`src/rtl/core/rcld_pkg.sv`:
```
// Shared types and constants for the row change list deframer.
`timescale 1ns / 1ps
`default_nettype none

package rcld_pkg;

    // Result queue between parser and output stage
    localparam int QUEUE_DEPTH = 4;
    localparam int QUEUE_PTR_W = $clog2(QUEUE_DEPTH);

    // Configuration register indexes
    localparam logic [1:0] CFG_UPDATE_CODE   = 2'd0;
    localparam logic [1:0] CFG_DELETE_CODE   = 2'd1;
    localparam logic [1:0] CFG_REINSERT_CODE = 2'd2;

    // Parser phase
    typedef enum logic [2:0] {
        PH_TYPE  = 3'd0,
        PH_ID    = 3'd1,
        PH_SIZE  = 3'd2,
        PH_VALUE = 3'd3,
        PH_DROP  = 3'd4
    } t_phase;

    // Result kind
    typedef enum logic [1:0] {
        KIND_TYPE_HDR = 2'd0,
        KIND_COL_HDR  = 2'd1,
        KIND_VALUE    = 2'd2,
        KIND_ERROR    = 2'd3
    } t_kind;

    // List type
    typedef enum logic [1:0] {
        LT_UPDATE   = 2'd0,
        LT_DELETE   = 2'd1,
        LT_REINSERT = 2'd2
    } t_list_type;

    // Error codes
    typedef enum logic [2:0] {
        ERR_BAD_TYPE     = 3'd0,
        ERR_DELETE_LONG  = 3'd1,
        ERR_EMPTY_UPDATE = 3'd2,
        ERR_BAD_ID       = 3'd3,
        ERR_BAD_SIZE     = 3'd4,
        ERR_TRUNCATED    = 3'd5
    } t_err;

    // Type byte codes from the configuration registers
    typedef struct packed {
        logic [7:0] update_code;
        logic [7:0] delete_code;
        logic [7:0] reinsert_code;
    } t_codes;

    // One result item as it travels through the queue
    typedef struct packed {
        t_kind       kind;
        t_list_type  list_type;
        logic [31:0] col_id;
        logic        is_null;
        logic [31:0] value_len;
        logic [7:0]  value_byte;
        logic        value_end;
        t_err        error_code;
        logic        list_done;
    } t_result;

endpackage

`default_nettype wire

```
`src/rtl/core/rcld_in_if.sv`:
```
// Input byte channel: valid/ready with one raw byte and a last flag.
`timescale 1ns / 1ps
`default_nettype none

interface rcld_in_if;
    logic       valid;
    logic       ready;
    logic [7:0] data_byte;
    logic       list_last;

    modport source (output valid, output data_byte, output list_last, input ready);
    modport sink   (input valid, input data_byte, input list_last, output ready);
endinterface

`default_nettype wire

```
`src/rtl/core/rcld_out_if.sv`:
```
// Result channel: valid/ready with the decoded result fields.
`timescale 1ns / 1ps
`default_nettype none

interface rcld_out_if;
    logic        valid;
    logic        ready;
    logic [1:0]  kind;
    logic [1:0]  list_type;
    logic [31:0] col_id;
    logic        is_null;
    logic [31:0] value_len;
    logic [7:0]  value_byte;
    logic        value_end;
    logic [2:0]  error_code;
    logic        list_done;

    modport source (
        output valid, output kind, output list_type, output col_id,
        output is_null, output value_len, output value_byte, output value_end,
        output error_code, output list_done, input ready
    );
    modport sink (
        input valid, input kind, input list_type, input col_id,
        input is_null, input value_len, input value_byte, input value_end,
        input error_code, input list_done, output ready
    );
endinterface

`default_nettype wire

```
`src/rtl/core/rcld_front.sv`:
```
// Front end: byte parser that classifies each input item and pushes its result.
`timescale 1ns / 1ps
`default_nettype none

module rcld_front (
    input  wire logic             i_clk,
    input  wire logic             i_rst_n,
    input  wire rcld_pkg::t_codes i_codes,
    rcld_in_if.sink               i_in,
    input  wire logic             i_q_full,
    output logic                  o_push,
    output rcld_pkg::t_result     o_push_data
);
    import rcld_pkg::*;

    t_phase      r_phase, n_phase;
    t_list_type  r_kol, n_kol;
    logic [31:0] r_acc, n_acc;
    logic [2:0]  r_nb, n_nb;
    logic [31:0] r_held, n_held;
    logic [31:0] r_left, n_left;

    logic        fire;
    logic [7:0]  b;
    logic        last;
    logic [38:0] sh;
    logic [31:0] v_acc;
    logic        v_broken;
    logic        v_pending;
    logic        v_complete;
    logic [31:0] size_m1;
    logic        do_fail;
    t_err        f_code;
    logic [31:0] f_cid;
    t_result     res;
    logic        res_v;

    assign i_in.ready = !i_q_full;
    assign fire       = i_in.valid && !i_q_full;
    assign b          = i_in.data_byte;
    assign last       = i_in.list_last;

    // Varint byte step: place 7 payload bits at the current group
    always_comb begin
        unique case (r_nb)
            3'd0:    sh = {32'b0, b[6:0]};
            3'd1:    sh = {25'b0, b[6:0], 7'b0};
            3'd2:    sh = {18'b0, b[6:0], 14'b0};
            3'd3:    sh = {11'b0, b[6:0], 21'b0};
            3'd4:    sh = {4'b0, b[6:0], 28'b0};
            default: sh = '0;
        endcase
        v_acc      = r_acc | sh[31:0];
        v_broken   = (r_nb > 3'd4) || (b[7] && (r_nb >= 3'd4));
        v_pending  = b[7] && !v_broken;
        v_complete = !b[7] && !(r_nb > 3'd4);
        size_m1    = v_acc - 32'd1;
    end

    // Parser next state and result
    always_comb begin
        n_phase = r_phase;
        n_kol   = r_kol;
        n_acc   = r_acc;
        n_nb    = r_nb;
        n_held  = r_held;
        n_left  = r_left;
        res     = '0;
        res_v   = 1'b0;
        do_fail = 1'b0;
        f_code  = ERR_BAD_TYPE;
        f_cid   = '0;

        if (fire) begin
            unique case (r_phase)
                PH_TYPE: begin
                    n_held = '0;
                    n_left = '0;
                    priority if (b == i_codes.update_code) begin
                        n_kol = LT_UPDATE;
                        if (last) begin
                            do_fail = 1'b1;
                            f_code  = ERR_EMPTY_UPDATE;
                        end
                    end else if (b == i_codes.delete_code) begin
                        n_kol = LT_DELETE;
                        if (!last) begin
                            do_fail = 1'b1;
                            f_code  = ERR_DELETE_LONG;
                        end
                    end else if (b == i_codes.reinsert_code) begin
                        n_kol = LT_REINSERT;
                    end else begin
                        n_kol   = LT_UPDATE;
                        do_fail = 1'b1;
                        f_code  = ERR_BAD_TYPE;
                    end
                    if (!do_fail) begin
                        res_v         = 1'b1;
                        res.kind      = KIND_TYPE_HDR;
                        res.list_type = n_kol;
                        res.list_done = last;
                        if (last) begin
                            n_phase = PH_TYPE;
                        end else begin
                            n_phase = PH_ID;
                            n_acc   = '0;
                            n_nb    = '0;
                        end
                    end
                end
                PH_ID: begin
                    n_acc = v_acc;
                    if (v_broken) begin
                        do_fail = 1'b1;
                        f_code  = ERR_BAD_ID;
                    end else if (v_pending) begin
                        n_nb = r_nb + 3'd1;
                        if (last) begin
                            do_fail = 1'b1;
                            f_code  = ERR_BAD_ID;
                        end
                    end else begin
                        n_held = v_acc;
                        if (last) begin
                            do_fail = 1'b1;
                            f_code  = ERR_BAD_SIZE;
                            f_cid   = v_acc;
                        end else begin
                            n_phase = PH_SIZE;
                            n_acc   = '0;
                            n_nb    = '0;
                        end
                    end
                end
                PH_SIZE: begin
                    n_acc = v_acc;
                    if (v_broken || (v_pending && last)) begin
                        do_fail = 1'b1;
                        f_code  = ERR_BAD_SIZE;
                        f_cid   = r_held;
                    end else if (v_pending) begin
                        n_nb = r_nb + 3'd1;
                    end else if (v_complete) begin
                        if (v_acc == 32'd0) begin
                            // null column
                            res_v         = 1'b1;
                            res.kind      = KIND_COL_HDR;
                            res.list_type = r_kol;
                            res.col_id    = r_held;
                            res.is_null   = 1'b1;
                            res.list_done = last;
                            if (last) begin
                                n_phase = PH_TYPE;
                            end else begin
                                n_phase = PH_ID;
                                n_acc   = '0;
                                n_nb    = '0;
                            end
                        end else begin
                            n_left = size_m1;
                            if ((size_m1 != 32'd0) && last) begin
                                do_fail = 1'b1;
                                f_code  = ERR_TRUNCATED;
                                f_cid   = r_held;
                            end else begin
                                res_v         = 1'b1;
                                res.kind      = KIND_COL_HDR;
                                res.list_type = r_kol;
                                res.col_id    = r_held;
                                res.value_len = size_m1;
                                res.list_done = last;
                                if (size_m1 != 32'd0) begin
                                    n_phase = PH_VALUE;
                                end else if (last) begin
                                    n_phase = PH_TYPE;
                                end else begin
                                    n_phase = PH_ID;
                                    n_acc   = '0;
                                    n_nb    = '0;
                                end
                            end
                        end
                    end
                end
                PH_VALUE: begin
                    if (r_left == 32'd0) begin
                        if (last) begin
                            n_phase = PH_TYPE;
                        end else begin
                            n_phase = PH_ID;
                            n_acc   = '0;
                            n_nb    = '0;
                        end
                    end else if (last && (r_left > 32'd1)) begin
                        do_fail = 1'b1;
                        f_code  = ERR_TRUNCATED;
                        f_cid   = r_held;
                    end else begin
                        n_left         = r_left - 32'd1;
                        res_v          = 1'b1;
                        res.kind       = KIND_VALUE;
                        res.list_type  = r_kol;
                        res.col_id     = r_held;
                        res.value_byte = b;
                        res.value_end  = (r_left == 32'd1);
                        res.list_done  = last;
                        if (r_left == 32'd1) begin
                            if (last) begin
                                n_phase = PH_TYPE;
                            end else begin
                                n_phase = PH_ID;
                                n_acc   = '0;
                                n_nb    = '0;
                            end
                        end
                    end
                end
                PH_DROP: begin
                    n_phase = last ? PH_TYPE : PH_DROP;
                end
                default: begin
                    n_phase = PH_TYPE;
                end
            endcase

            // Error result: skip the rest of the list unless it ends here
            if (do_fail) begin
                res_v          = 1'b1;
                res            = '0;
                res.kind       = KIND_ERROR;
                res.list_type  = (f_code == ERR_BAD_TYPE) ? LT_UPDATE : n_kol;
                res.col_id     = f_cid;
                res.error_code = f_code;
                res.list_done  = last;
                n_phase        = last ? PH_TYPE : PH_DROP;
            end
        end
    end

    // Parser state
    always_ff @(posedge i_clk) begin
        if (!i_rst_n) begin
            r_phase <= PH_TYPE;
            r_kol   <= LT_UPDATE;
            r_acc   <= '0;
            r_nb    <= '0;
            r_held  <= '0;
            r_left  <= '0;
        end else begin
            r_phase <= n_phase;
            r_kol   <= n_kol;
            r_acc   <= n_acc;
            r_nb    <= n_nb;
            r_held  <= n_held;
            r_left  <= n_left;
        end
    end

    assign o_push      = res_v;
    assign o_push_data = res;

endmodule

`default_nettype wire

```
`src/rtl/core/rcld_queue.sv`:
```
// Small result queue between the parser and the output stage.
`timescale 1ns / 1ps
`default_nettype none

module rcld_queue (
    input  wire logic              i_clk,
    input  wire logic              i_rst_n,
    input  wire logic              i_push,
    input  wire rcld_pkg::t_result i_push_data,
    output logic                   o_full,
    input  wire logic              i_pop,
    output rcld_pkg::t_result      o_pop_data,
    output logic                   o_empty
);
    import rcld_pkg::*;

    t_result                r_mem [QUEUE_DEPTH];
    logic [QUEUE_PTR_W-1:0] r_wr_ptr, n_wr_ptr;
    logic [QUEUE_PTR_W-1:0] r_rd_ptr, n_rd_ptr;
    logic [QUEUE_PTR_W:0]   r_count, n_count;
    logic                   push_ok;
    logic                   pop_ok;

    assign o_full     = (r_count == (QUEUE_PTR_W + 1)'(QUEUE_DEPTH));
    assign o_empty    = (r_count == '0);
    assign push_ok    = i_push && !o_full;
    assign pop_ok     = i_pop && !o_empty;
    assign o_pop_data = r_mem[r_rd_ptr];

    // Pointer and count update
    always_comb begin
        n_wr_ptr = push_ok ? r_wr_ptr + 1'b1 : r_wr_ptr;
        n_rd_ptr = pop_ok ? r_rd_ptr + 1'b1 : r_rd_ptr;
        n_count  = r_count;
        if (push_ok && !pop_ok) begin
            n_count = r_count + 1'b1;
        end else if (pop_ok && !push_ok) begin
            n_count = r_count - 1'b1;
        end
    end

    always_ff @(posedge i_clk) begin
        if (!i_rst_n) begin
            r_wr_ptr <= '0;
            r_rd_ptr <= '0;
            r_count  <= '0;
        end else begin
            r_wr_ptr <= n_wr_ptr;
            r_rd_ptr <= n_rd_ptr;
            r_count  <= n_count;
        end
    end

    // Storage
    always_ff @(posedge i_clk) begin
        if (push_ok) begin
            r_mem[r_wr_ptr] <= i_push_data;
        end
    end

endmodule

`default_nettype wire

```
`src/rtl/core/rcld_back.sv`:
```
// Back end: output register that drains the queue onto the result channel.
`timescale 1ns / 1ps
`default_nettype none

module rcld_back (
    input  wire logic              i_clk,
    input  wire logic              i_rst_n,
    input  wire logic              i_q_empty,
    input  wire rcld_pkg::t_result i_q_data,
    output logic                   o_q_pop,
    rcld_out_if.source             o_out
);
    import rcld_pkg::*;

    logic    r_valid, n_valid;
    t_result r_data;

    // Load a new item when the register is empty or being taken
    assign o_q_pop = !i_q_empty && (!r_valid || o_out.ready);

    always_comb begin
        n_valid = r_valid;
        if (o_q_pop) begin
            n_valid = 1'b1;
        end else if (o_out.ready) begin
            n_valid = 1'b0;
        end
    end

    always_ff @(posedge i_clk) begin
        if (!i_rst_n) begin
            r_valid <= 1'b0;
        end else begin
            r_valid <= n_valid;
        end
    end

    always_ff @(posedge i_clk) begin
        if (o_q_pop) begin
            r_data <= i_q_data;
        end
    end

    // Result fields
    assign o_out.valid      = r_valid;
    assign o_out.kind       = r_data.kind;
    assign o_out.list_type  = r_data.list_type;
    assign o_out.col_id     = r_data.col_id;
    assign o_out.is_null    = r_data.is_null;
    assign o_out.value_len  = r_data.value_len;
    assign o_out.value_byte = r_data.value_byte;
    assign o_out.value_end  = r_data.value_end;
    assign o_out.error_code = r_data.error_code;
    assign o_out.list_done  = r_data.list_done;

endmodule

`default_nettype wire

```
`src/rtl/core/row_change_list_deframer.sv`:
```
// Top level of the row change list deframer.
`timescale 1ns / 1ps
`default_nettype none

// Takes an encoded row change list one byte per cycle and emits a type
// header, a column header per entry and one item per value byte, or an
// error item after which the rest of the list is dropped. The parser takes
// one byte every cycle whenever the four-entry result queue has room; a
// byte's result goes through the queue and then the output register.
// Every byte waits while the queue is full, also one that yields no result
// (varint bytes, dropped bytes); only a stalled result port fills the queue.
// Type codes are to be written through the configuration port only while no
// list is in flight; the block itself does not enforce this. Index 0 is the
// update code, 1 delete, 2 reinsert. Value bytes delivered before a
// truncated-value error belong to the broken entry and are to be discarded.
module row_change_list_deframer (
    input  wire logic       i_clk,
    input  wire logic       i_rst_n,
    rcld_in_if.sink         i_in,
    rcld_out_if.source      o_out,
    input  wire logic       i_cfg_we,
    input  wire logic [1:0] i_cfg_idx,
    input  wire logic [7:0] i_cfg_data
);
    import rcld_pkg::*;

    t_codes  r_codes;
    logic    q_full;
    logic    q_empty;
    logic    q_push;
    logic    q_pop;
    t_result q_push_data;
    t_result q_pop_data;

    // Type code registers
    always_ff @(posedge i_clk) begin
        if (!i_rst_n) begin
            r_codes.update_code   <= 8'd1;
            r_codes.delete_code   <= 8'd2;
            r_codes.reinsert_code <= 8'd3;
        end else if (i_cfg_we) begin
            unique case (i_cfg_idx)
                CFG_UPDATE_CODE:   r_codes.update_code   <= i_cfg_data;
                CFG_DELETE_CODE:   r_codes.delete_code   <= i_cfg_data;
                CFG_REINSERT_CODE: r_codes.reinsert_code <= i_cfg_data;
                default: ;
            endcase
        end
    end

    rcld_front u_front (
        .i_clk       (i_clk),
        .i_rst_n     (i_rst_n),
        .i_codes     (r_codes),
        .i_in        (i_in),
        .i_q_full    (q_full),
        .o_push      (q_push),
        .o_push_data (q_push_data)
    );

    rcld_queue u_queue (
        .i_clk       (i_clk),
        .i_rst_n     (i_rst_n),
        .i_push      (q_push),
        .i_push_data (q_push_data),
        .o_full      (q_full),
        .i_pop       (q_pop),
        .o_pop_data  (q_pop_data),
        .o_empty     (q_empty)
    );

    rcld_back u_back (
        .i_clk     (i_clk),
        .i_rst_n   (i_rst_n),
        .i_q_empty (q_empty),
        .i_q_data  (q_pop_data),
        .o_q_pop   (q_pop),
        .o_out     (o_out)
    );

endmodule

`default_nettype wire

```
`src/flat_wrapper.sv`:
```
// flat-port wrapper written by rule: the top's interface ports become plain ports
module row_change_list_deframer_flat import rcld_pkg::*;
  (i_clk, i_rst_n, i_cfg_we, i_cfg_idx, i_cfg_data, i_in_valid, i_in_data_byte, i_in_list_last, i_in_ready, o_out_valid, o_out_kind, o_out_list_type, o_out_col_id, o_out_is_null, o_out_value_len, o_out_value_byte, o_out_value_end, o_out_error_code, o_out_list_done, o_out_ready);
  rcld_in_if i_in_i ();
  rcld_out_if o_out_i ();
  input  wire logic i_clk;
  input  wire logic i_rst_n;
  input  wire logic i_cfg_we;
  input  wire logic [1:0] i_cfg_idx;
  input  wire logic [7:0] i_cfg_data;
  input wire logic [$bits(i_in_i.valid)-1:0] i_in_valid;
  input wire logic [$bits(i_in_i.data_byte)-1:0] i_in_data_byte;
  input wire logic [$bits(i_in_i.list_last)-1:0] i_in_list_last;
  output wire logic [$bits(i_in_i.ready)-1:0] i_in_ready;
  output wire logic [$bits(o_out_i.valid)-1:0] o_out_valid;
  output wire logic [$bits(o_out_i.kind)-1:0] o_out_kind;
  output wire logic [$bits(o_out_i.list_type)-1:0] o_out_list_type;
  output wire logic [$bits(o_out_i.col_id)-1:0] o_out_col_id;
  output wire logic [$bits(o_out_i.is_null)-1:0] o_out_is_null;
  output wire logic [$bits(o_out_i.value_len)-1:0] o_out_value_len;
  output wire logic [$bits(o_out_i.value_byte)-1:0] o_out_value_byte;
  output wire logic [$bits(o_out_i.value_end)-1:0] o_out_value_end;
  output wire logic [$bits(o_out_i.error_code)-1:0] o_out_error_code;
  output wire logic [$bits(o_out_i.list_done)-1:0] o_out_list_done;
  input wire logic [$bits(o_out_i.ready)-1:0] o_out_ready;
  assign i_in_i.valid = i_in_valid;
  assign i_in_i.data_byte = i_in_data_byte;
  assign i_in_i.list_last = i_in_list_last;
  assign i_in_ready = i_in_i.ready;
  assign o_out_valid = o_out_i.valid;
  assign o_out_kind = o_out_i.kind;
  assign o_out_list_type = o_out_i.list_type;
  assign o_out_col_id = o_out_i.col_id;
  assign o_out_is_null = o_out_i.is_null;
  assign o_out_value_len = o_out_i.value_len;
  assign o_out_value_byte = o_out_i.value_byte;
  assign o_out_value_end = o_out_i.value_end;
  assign o_out_error_code = o_out_i.error_code;
  assign o_out_list_done = o_out_i.list_done;
  assign o_out_i.ready = o_out_ready;
  row_change_list_deframer u_core (.i_clk(i_clk), .i_rst_n(i_rst_n), .i_in(i_in_i), .o_out(o_out_i), .i_cfg_we(i_cfg_we), .i_cfg_idx(i_cfg_idx), .i_cfg_data(i_cfg_data));
endmodule
```
`config.mk`:
```
export PLATFORM = sky130hd
export DESIGN_NAME = row_change_list_deframer_flat
export DESIGN_NICKNAME = d
export VERILOG_FILES = /design/src/rtl/core/rcld_pkg.sv /design/src/rtl/core/rcld_in_if.sv /design/src/rtl/core/rcld_out_if.sv /design/src/rtl/core/rcld_front.sv /design/src/rtl/core/rcld_queue.sv /design/src/rtl/core/rcld_back.sv /design/src/rtl/core/row_change_list_deframer.sv /design/src/flat_wrapper.sv
export SDC_FILE = /design/constraint.sdc
export NUM_CORES = 1
export LEC_CHECK = 0
export BUFFER_PORTS_ARGS = -buffer_cell sky130_fd_sc_hd__buf_2
export CORE_MARGIN = 3
export CORE_UTILIZATION = 60
export DETAILED_ROUTE_END_ITERATION = 16
export MAX_ROUTING_LAYER = met4
export PLACE_DENSITY = 0.78
export SYNTH_ARGS = -nofsm -noshare
export SYNTH_HDL_FRONTEND = slang
export SYNTH_HIERARCHICAL = 1
export SYNTH_SLANG_ARGS = --single-unit
```
`constraint.sdc`:
```
create_clock -name i_clk -period 7.28 [get_ports i_clk]
set_input_delay 0.364 -clock i_clk [delete_from_list [all_inputs] [get_ports i_clk]]
set_output_delay 0.364 -clock i_clk [all_outputs]
set_load 0.005 [all_outputs]
```
[Yosys cells after proc, flatten, opt, wreduce, memory -nomap -nowiden]
Memories as Yosys holds them, arrays and structs flattened. A register that Yosys moved wholly into a read port is not among the register bits.
Cells that the tools add are included.
Cells by class
  reductions and logical operators: 44
  eq/ne operators: 39
  bitwise operators: 1
  add/sub/neg operators: 7
  order comparisons: 3
  multiplexer cells: 150
Operator list (count)
  $mux W32: 33
  $mux W68: 3
  $pmux W32 S3: 2
  $mux W82: 2
  $pmux W32 S5: 1
  $pmux W32 S2: 2
  $pmux W32 S4: 1
  $mux W3: 42
  $mux W36: 2
  $mux W35: 2
  $logic_not A32 Y1: 2
  $sub A32 B1 Y32 const B: 2
  $mux W1: 41
  $mux W33: 1
  $eq A32 B1 Y1 const B: 1
  $gt A32 B1 Y1 const B: 1
  $or A32 B32 Y32: 1
  $reduce_bool A32 Y1: 1
  $ne A3 B3 Y1 const B: 10
  $mux W9: 3
  $eq A8 B8 Y1: 3
  $pmux W3 S4: 2
  $ne A4 B4 Y1 const B: 5
  $ne A2 B2 Y1 const B: 9
  29 further kinds: 72
Word-level totals
  memories: 1
  input bits: 24
  word-level logic and storage cells: 258
  RAM bits: 328
  bits in registers: 136
  output and inout port bits: 84
Memories
  u_core.u_queue.r_mem: words 4, bits a word 82, rd ports 1, clocked after Yosys merged registers in 1, wr ports 1, line rcld_queue.sv:17  | t_result r_mem [QUEUE_DEPTH];

[Depth between registers and ports, before layout]
Gate-level depths: netlist (run 1).
  word-level depth: 20
  mapped depth: 26
  mapped depth without buffers: 22

[By module]
Netlist (run 1), hierarchy kept.
By module, submodules not included
  rcld_queue: seq. area each 10029.6 um^2, instances 1, area an instance 12394.4 um^2, cells an instance 476
  rcld_front: seq. area each 2082.0 um^2, instances 1, area an instance 7678.6 um^2, cells an instance 1133
  rcld_back: seq. area each 2482.4 um^2, instances 1, area an instance 2506.2 um^2, cells an instance 86
  row_change_list_deframer: seq. area each 480.5 um^2, instances 1, area an instance 935.9 um^2, cells an instance 92

[Worst setup path before layout (run 1)]
Ideal clock, no wire load.
  kind: reg2reg
  start: register u_core.u_front.r_nb[0]
  end: memory u_core/u_queue/r_mem[0][0] (netlist bit), enable pin
  period minus slack after synthesis: 6.406 ns
  stages on the path, launching flop included: 21
  path buffers: 4
  path slack: 0.874 ns
  arrival time: 5.956 ns
  data required time: 6.830 ns
  library setup time: 0.450 ns
  cells stage by stage: dfxtp_1 -> inv_1 -> ha_1 -> buf_2 -> nor2b_1 -> buf_4 -> a21oi_1 -> ha_1 -> nor3b_1 -> and3_1 -> clkbuf_1 -> o2111ai_1 -> xnor2_1 -> and4b_1 -> a31oi_1 -> and2_1 -> o21a_1 -> a31oi_1 -> nor2b_1 -> buf_2 -> and2_1
On the way
  longest elaborated chain between the ends: 18
Ends and longest elaborated chain
  start: declaration: line rcld_front.sv:19  | logic [2:0] r_nb, n_nb;
  start signal: assignment: line rcld_front.sv:254  | r_nb <= n_nb;
  $eq A3 B3 Y1 (tied with other cells): line rcld_front.sv:45  | unique case (r_nb)
  $pmux W32 S5: line rcld_front.sv:45
  $or A32 B32 Y32: line rcld_front.sv:53  | v_acc = r_acc | sh[31:0];
  $sub A32 B1 Y32: line rcld_front.sv:57  | size_m1 = v_acc - 32'd1;
  $reduce_bool A32 Y1: line rcld_front.sv:162  | if ((size_m1 != 32'd0) && last) begin
  $logic_and A1 B1 Y1: line rcld_front.sv:162
  $mux W1: line rcld_front.sv:162
  $mux W1: line rcld_front.sv:145  | if (v_acc == 32'd0) begin
  (+4 left out)
  $mux W1: line rcld_front.sv:74  | if (fire) begin
  $mux W1 (*): line rcld_front.sv:228  | if (do_fail) begin
  $mux W1 (*): line rcld_front.sv:74
  via u_core.q_push: line row_change_list_deframer.sv:30  | logic q_push;
  $logic_and A1 B1 Y1 (*): line rcld_queue.sv:26  | assign push_ok = i_push && !o_full;
  via u_core.u_queue.push_ok: line rcld_queue.sv:21  | logic push_ok;
  $mux W1 (*): line rcld_queue.sv:56  | if (push_ok) begin
  $mux W1 (implied by the code) (*): line rcld_queue.sv:57  | r_mem[r_wr_ptr] <= i_push_data;
  end: declaration: line rcld_queue.sv:17
The timed path passes the listed nets; every way through them passes the cells marked *. The select of a mux whose other input is x is not followed.

[Worst setup path after layout (run 1)]
  start: register u_core.u_front.r_nb[0]
  end: register u_core.u_queue.r_count[2]
On the way
  longest elaborated chain between the ends: 19
Ends and longest elaborated chain
  $eq A3 B3 Y1 (tied with other cells): line rcld_front.sv:45
  $pmux W32 S5: line rcld_front.sv:45
  $or A32 B32 Y32: line rcld_front.sv:53
  $sub A32 B1 Y32: line rcld_front.sv:57
  $reduce_bool A32 Y1: line rcld_front.sv:162
  $logic_and A1 B1 Y1: line rcld_front.sv:162
  $mux W1: line rcld_front.sv:162
  $mux W1: line rcld_front.sv:145
  (+4 left out)
  $mux W1: line rcld_front.sv:74
  $mux W1 (*): line rcld_front.sv:228
  $mux W1 (*): line rcld_front.sv:74
  via u_core.q_push: line row_change_list_deframer.sv:30
  $logic_and A1 B1 Y1 (*): line rcld_queue.sv:26
  $logic_not A1 Y1: line rcld_queue.sv:37  | end else if (pop_ok && !push_ok) begin
  $logic_and A1 B1 Y1: line rcld_queue.sv:37
  $reduce_bool A2 Y1 (no line)
  end signal: assignment: line rcld_queue.sv:50  | r_count <= n_count;
  end: declaration: line rcld_queue.sv:20  | logic [QUEUE_PTR_W:0] r_count, n_count;
Marked as above.
A chain may end at the register's enable or synchronous reset.

==> results.json, run 1 <==
{
  "fin_crit_ps": 6331,
  "hp-start": "i_cfg_data[0]",
  "synth-main-ff-cell": "edfxtp_1",
  "hold_class": "input port to flip-flop",
  "postCtsHoldBufs": 0,
  "status": "finished, final reports clean",
  "r2r_start": "u_core/u_front/r_nb[0]",
  "htree_levels": 2,
  "postSynthAreaPerCell_um2": 13.16,
  "r2r_end": "u_core/u_queue/r_count[2]",
  "dp_hpwl_mm": 40.10,
  "wl_met2_mm": 28.46,
  "die_w_um": 204.0,
  "cts_resized": 0,
  "post_cts_buffers": 0,
  "ys_seq_elements": 548,
  "routed_wirelength_mm": 60.05,
  "synth_top_area_share_pct": 52.36,
  "critPathMaxStageDelay_ps": 490,
  "ant_nets": 0,
  "path_depth": 22,
  "hold_viol_final": 0,
  "start_util_pct": 61.70,
  "ys_seq_area_share_pct": 64.11,
  "grt_max_degree": 65,
  "portBuffers": 107,
  "boundaryPins": 108,
  "gp_congestion": 1.043,
  "worstHoldPathCells": 3,
  "layout_commonest_cell": "edfxtp_1",
  "peakVddDrop_uv": 212.9,
  "finalPower_mw": 8.641,
  "std_cell_rows": 71,
  "first_pass_iters": 6,
  "power_frac_clock_pct": 31.7,
  "area_growth_pct": 11.67,
  "reg2reg_slack_ps": 950,
  "power.density_nw_per_um2": 329.1,
  "num_vias": 15667,
  "p_seq_share_pct": 48.9,
  "fin_nets": 1919,
  "ys_top_cells_by_area": "edfxtp_1 (52%), dfxtp_1 (12%), mux4_2 (7.9%), nor2_1 (3.4%), a21oi_1 (3.2%)",
  "setup-tns-final_ps": 0,
  "route.detailed.drc": 0,
  "final.period_utilization_pct": 86.96,
  "drv_slew": 0,
  "antenna_found_initial": 0,
  "wl_per_cell_um": 24.68,
  "wl_met1_mm": 23.82,
  "via_per_inst": 6.439,
  "required_ps": 7790,
  "p_leak_nw": 8.828,
  "ys_types": 83,
  "p_int_mw": 6.344,
  "grt_first_pass_wirelength_mm": 92.72,
  "whs_endpoint": "u_core/r_codes[8]",
  "path_class": "flip-flop to flip-flop",
  "cp.buffers_inverters": 3,
  "cts-root-buf": "clkbuf_16",
  "max_slew.worst_pin.slew_ps": 1344,
  "die-area_um2": 41600,
  "start_kind": "flip-flop",
  "drive_above_1_share_pct": 18.31,
  "synth_warnings": 6,
  "setup_viol": 0,
  "core_um2": 38110,
  "crit_family": "simple AND/OR/NAND/NOR gates",
  "synth_largest_area_cell": "edfxtp_1",
  "cts.sinks": 548,
  "switching_share_pct": 26.58,
  "combPwrFrac_pct": 19.4,
  "netlist_instances": 1787,
  "synth.net_count": 1827,
  "async_flop_share_pct": 0,
  "cp_common_cell": "ha_1",
  "worstRegToRegCells": 22,
  "cap_violations": 0,
  "dr_wl_met3_mm": 5.263,
  "slew_headroom_pct": 8.116,
  "clk_pin_slew_ps": 60,
  "diodes": 0,
  "grt_pass1_vias": 15364,
  "synth_edf_count": 410,
  "crit_chain": "inv_1 -> ha_1 -> nor2b_1 -> a21oi_1 -> ha_1 -> nor3b_1 -> and3_1 -> o2111ai_1 -> xnor2_1 -> and4b_1 -> a31oi_1 -> and2_1 -> o21a_1 -> a31oi_1 -> nor2b_1 -> buf_4 -> ha_1 -> inv_1 -> fa_1 -> xor2_1 -> or3_1 -> a21boi_0",
  "cts_buffer_depth": 3,
  "cp-end-kind": "flip-flop",
  "slowest_stage": "a21oi_1",
  "cts_tree": "built",
  "grtUsageTotal_pct": 30.37,
  "clock_skew_ps": 29.12,
  "synth_area_um2": 23520,
  "dr.max_layer_used": "met4",
  "die_y_um": 204.0,
  "p_switching_mw": 2.297,
  "arrival_ps": 6850,
  "final_cell_mix": "edfxtp_1 (410), nor2_1 (216), a21oi_1 (149), dfxtp_1 (136), buf_2 (107)",
  "drt_iter0_markers": 2005,
  "numCtsBuffers": 52,
  "max_clock_freq_mhz": 158.0,
  "crit_fanout": 11,
  "rsz0062_at_grt": "no",
  "insertion_delay_ps": 590,
  "overflow": 0
}
## cell type report
type,count,area (um2)
inverters,25,93.84
flip-flops and latches,548,15080
fillers,2590,11850
clock buffers,74,1486
well taps,511,639.4
clock inverters,23,277.8
repair buffers,152,923.4
multi-input cells,1100,7756
## logic make-up after synthesis
family,Yosys count,synth area share [%]
AO/OA/AOI/OAI,342,9.109
XOR/XNOR,56,2.086
adder cells (fa/ha/maj),16,0.8833
buffers and inverters,139,3.091
flip-flops,548,64.11
multiplexers,109,9.003
AND/OR/NAND/NOR,577,11.72
## state kept, by name, indices dropped and copies added, names as in the netlist, 8 cells and up, named ones only
signal and cells:
u_core/u_queue/r_mem 328, u_core/u_back/o_out.col_id 32, u_core/u_back/o_out.value_len 32, u_core/u_front/r_acc 32, u_core/u_front/r_held 32, u_core/u_front/r_left 32
u_core/r_codes 24, u_core/u_back/o_out.value_byte 8
## through the flow
stage	setup WS, ps	hold WS (ps)	utilization [%]	std cells	cell area (um2)
2_1_floorplan	874.3	443.7	-	1787	23520
3_3_place_gp	1210	452.3	64.27	2336	24490
3_5_place_dp	1127	460.3	64.27	2336	24490
4_1_cts	1087	32.63	68.90	2433	26260
5_1_grt	480.9	38.88	68.90	2433	26260
6_report	949.0	53.76	68.90	2433	26260
## worst register-to-register path, delay by kind of cell, from the launching register on
kind                       cells  cell delay [ps]
and+or+nand+nor                7             2110
DFF                            1              420
adders and majority gates      4             1400
xor gates and xnor gates       2              560
buffers and inverters          3              340
AOI/OAI and AO/OA              6             1440
## power by group through the flow
stage / clock network, mW / logic [mW] / registers, mW
after detailed placement: 0 / 1.68 / 4.29
after floorplan: 0 / 1.12 / 4.27
after global placement: 0 / 1.64 / 4.26
after CTS: 2.80 / 1.69 / 4.24
final: 2.74 / 1.67 / 4.23
after global routing: 2.93 / 1.81 / 4.28
## worst max-delay path by stage
stage,startpoint,end
after floorplan,u_core/u_front/r_nb[0],u_core/u_queue/r_mem[0][0]
after global placement,u_core/u_front/r_nb[0],u_core/u_queue/r_count[2]
after detailed placement,u_core/u_front/r_nb[0],u_core/u_queue/r_count[2]
after CTS,u_core/u_front/r_nb[0],u_core/u_queue/r_count[2]
after global routing,u_core/u_front/r_nb[0],u_core/u_queue/r_count[2]
final,u_core/u_front/r_nb[0],u_core/u_queue/r_count[2]
## routing by layer
layer,vias to the layer above,track usage [%]
met1,7754,41.52
met3,144,4.857
met5,-,-
li1,6926,-
met4,0,12.04
met2,843,46.55
## Yosys cell counts (15+ instances only)
| cell | instances |
|---|---|
| edfxtp_1 | 410 |
| nor2_1 | 216 |
| a21oi_1 | 150 |
| dfxtp_1 | 138 |
| nand2_1 | 106 |
| nor3_1 | 89 |
| mux4_2 | 82 |
| clkbuf_1 | 76 |
| o21ai_0 | 55 |
| xor2_1 | 33 |
| a22oi_1 | 27 |
| mux2i_1 | 27 |
| inv_1 | 24 |
| xnor2_1 | 23 |
| and2_1 | 22 |
| nand3_1 | 21 |
| nor4_1 | 21 |
| nor2b_1 | 16 |
| ha_1 | 15 |
(Power assumes the default switching activity.)
==> inputs of run 2 (changes only) <==
--- a/config.mk
+++ b/config.mk
@@ -5,12 +5,13 @@
 export SDC_FILE = /design/constraint.sdc
 export NUM_CORES = 1
 export LEC_CHECK = 0
-export BUFFER_PORTS_ARGS = -buffer_cell sky130_fd_sc_hd__buf_2
+export BUFFER_PORTS_ARGS = -buffer_cell sky130_fd_sc_hd__buf_4
 export CORE_MARGIN = 3
 export CORE_UTILIZATION = 60
 export DETAILED_ROUTE_END_ITERATION = 16
 export MAX_ROUTING_LAYER = met4
 export PLACE_DENSITY = 0.78
+export REMOVE_ABC_BUFFERS = 1
 export SYNTH_ARGS = -nofsm -noshare
 export SYNTH_HDL_FRONTEND = slang
 export SYNTH_HIERARCHICAL = 1
==> run 2 against run 1 <==
Effect of this change:
- combinational power is 5% higher
- core utilization is 0.52 points higher
- final area is 0.76% higher
- sequential power hardly changed
- wire length is 5.3% lower
- critical path type unchanged
- largest cell class unchanged
- highest routed layer unchanged
==> results.json, run 2 (synthesized netlist as in run 1, its figures left out) <==
{
  "cts_tree": "built",
  "ant_nets": 0,
  "place_area_um2": 24670,
  "core_um2": 38110,
  "overflow": 0,
  "routed_wirelength_mm": 56.84,
  "start_kind": "flip-flop",
  "std_cell_rows": 71,
  "required_ps": 7770,
  "grt_max_degree": 99,
  "num_vias": 15470,
  "max_clock_freq_mhz": 147.7,
  "cts.sinks": 548,
  "diodes": 0,
  "placed_cells": 2323,
  "antenna_found_initial": 0,
  "num-fill-cells": 2530,
  "p_leak_nw": 8.897,
  "wl_per_cell_um": 23.47,
  "p_seq_share_pct": 48.3,
  "boundaryPins": 108,
  "final_cell_mix": "edfxtp_1 (410), nor2_1 (216), a21oi_1 (149), dfxtp_1 (136), buf_4 (134)",
  "largest_reg_flops": 328,
  "p_switching_mw": 2.318,
  "hold_class": "input port to flip-flop",
  "grtUsageTotal_pct": 28.43,
  "cts-root-buf": "clkbuf_16",
  "die_w_um": 204.0,
  "clk_pin_slew_ps": 60,
  "power.density_nw_per_um2": 332.6,
  "p_int_mw": 6.482,
  "top_register": "u_core/u_queue/r_mem",
  "final_area_um2": 26460,
  "layout_commonest_cell": "edfxtp_1",
  "hold_viol_final": 0,
  "insertion_delay_ps": 600,
  "rsz0062_at_grt": "no",
  "grt_first_pass_wirelength_mm": 88.33,
  "postCtsHoldBufs": 0,
  "setup-tns-final_ps": 0,
  "whs_ps": 43.72,
  "finalPower_mw": 8.800,
  "gp_congestion": 0.9513,
  "portBuffers": 107,
  "drt_iter0_markers": 1687,
  "fin_cells": 2422,
  "clock_skew_ps": 25.05,
  "slew_headroom_pct": 26.19,
  "power_frac_clock_pct": 31.7,
  "fin_crit_ps": 6771,
  "route.detailed.drc": 0,
  "start_util_pct": 61.70,
  "die_y_um": 204.0,
  "dp_hpwl_mm": 36.80,
  "final.period_utilization_pct": 93.00,
  "drive_above_1_share_pct": 18.00,
  "post_cts_buffers": 0,
  "switching_share_pct": 26.34,
  "crit_fanout": 11,
  "cap_violations": 0,
  "drv_slew": 0,
  "peakVddDrop_uv": 267.5,
  "cp-end-kind": "flip-flop",
  "path_class": "flip-flop to flip-flop",
  "arrival_ps": 7260,
  "status": "finished, final reports clean",
  "setup_viol": 0,
  "htree_levels": 2,
  "combPwrFrac_pct": 20.0,
  "area_growth_pct": 12.51,
  "cts_buffer_depth": 3,
  "first_pass_iters": 7,
  "fin_nets": 1907,
  "max_slew.worst_pin.slew_ps": 1107,
  "grt_pass1_vias": 15190,
  "die-area_um2": 41600,
  "via_per_inst": 6.387,
  "numCtsBuffers": 53
}
==> run 2: changes by cell type in the layout (fill, tap and decap cells not counted), sizes merged <==
cell | previous run | this run
buf | 152 | 139
clkbuf | 74 | 79
clkinvlp | 3 | 0
==> run 2: final timing paths <==
check	endpoint	startpoint	depth (start not counted)	slack [ps]
max	u_core/u_queue/r_count[2]	u_core/u_front/r_nb[0]	21	510
min	u_core/r_codes[8]	i_cfg_data[0]	3	40
max reg2reg	u_core/u_queue/r_count[2]	u_core/u_front/r_nb[0]	21	510
min reg2reg	u_core/r_codes[18]	u_core/r_codes[18]	2	470
==> run 2: cell type report <==
cell class                 count  area, um2  share of cell area [%]
clock inverter                20      271.5                   1.026
sequential                   548      15080                   57.00
clock buffer                  79       1518                   5.736
tap                          511      639.4                   2.417
multi-input combinational   1100       7747                   29.28
timing repair buffer         139       1106                   4.180
inverter                      25      93.84                  0.3547
==> run 2: through the flow <==
stage	utilization, %	worst slack [ps]
3_5_place_dp	64.72	593.6
4_1_cts	69.42	512.8
3_3_place_gp	64.72	857.3
5_1_grt	69.42	75.32
2_1_floorplan	-	585.4
6_report	69.42	509.4
==> run 2: power by group through the flow <==
stage                     Sequential (mW)  Clock (mW)  Combinational [mW]
after global routing                 4.31        2.96                1.90
after CTS                            4.26        2.83                1.78
after detailed placement             4.31           0                1.77
after global placement               4.28           0                1.74
after floorplan                      4.37           0               0.949
final                                4.25        2.79                1.76
==> run 2: worst max-delay path, stage by stage (launching register included) <==
cell,delay [ps]
dfxtp_1,420
inv_1,90
ha_1,340
nor2b_2,290
a21oi_1,470
ha_1,490
nor3b_1,380
and3_1,390
nand4_1,170
xnor2_1,450
and4_1,330
a31oi_1,270
and2_1,330
o21a_1,200
a31oi_1,180
nor2b_1,500
ha_1,290
inv_1,60
fa_1,370
xor2_1,150
or3_1,300
a21boi_0,200
==> run 2: metal layers <==
| metal | track usage [%] | share of wire, % | vias to the layer above | wire, um |
|---|---|---|---|---|
| met2 | 43.58 | 47 | 693 | 26820 |
| met1 | 40.16 | 43 | 7748 | 24400 |
| li1 | - | - | 6915 | - |
| met4 | 7.987 | 2.6 | 0 | 1488 |
| met3 | 4.778 | 7.3 | 114 | 4132 |
| met5 | - | 0 | - | 0 |
==> run 2: repair_timing <==
action | CTS | global route
endpoints found under the hold margin | 0 | 0
resized for setup | 0 | 1
setup endpoints to repair | 0 | 1
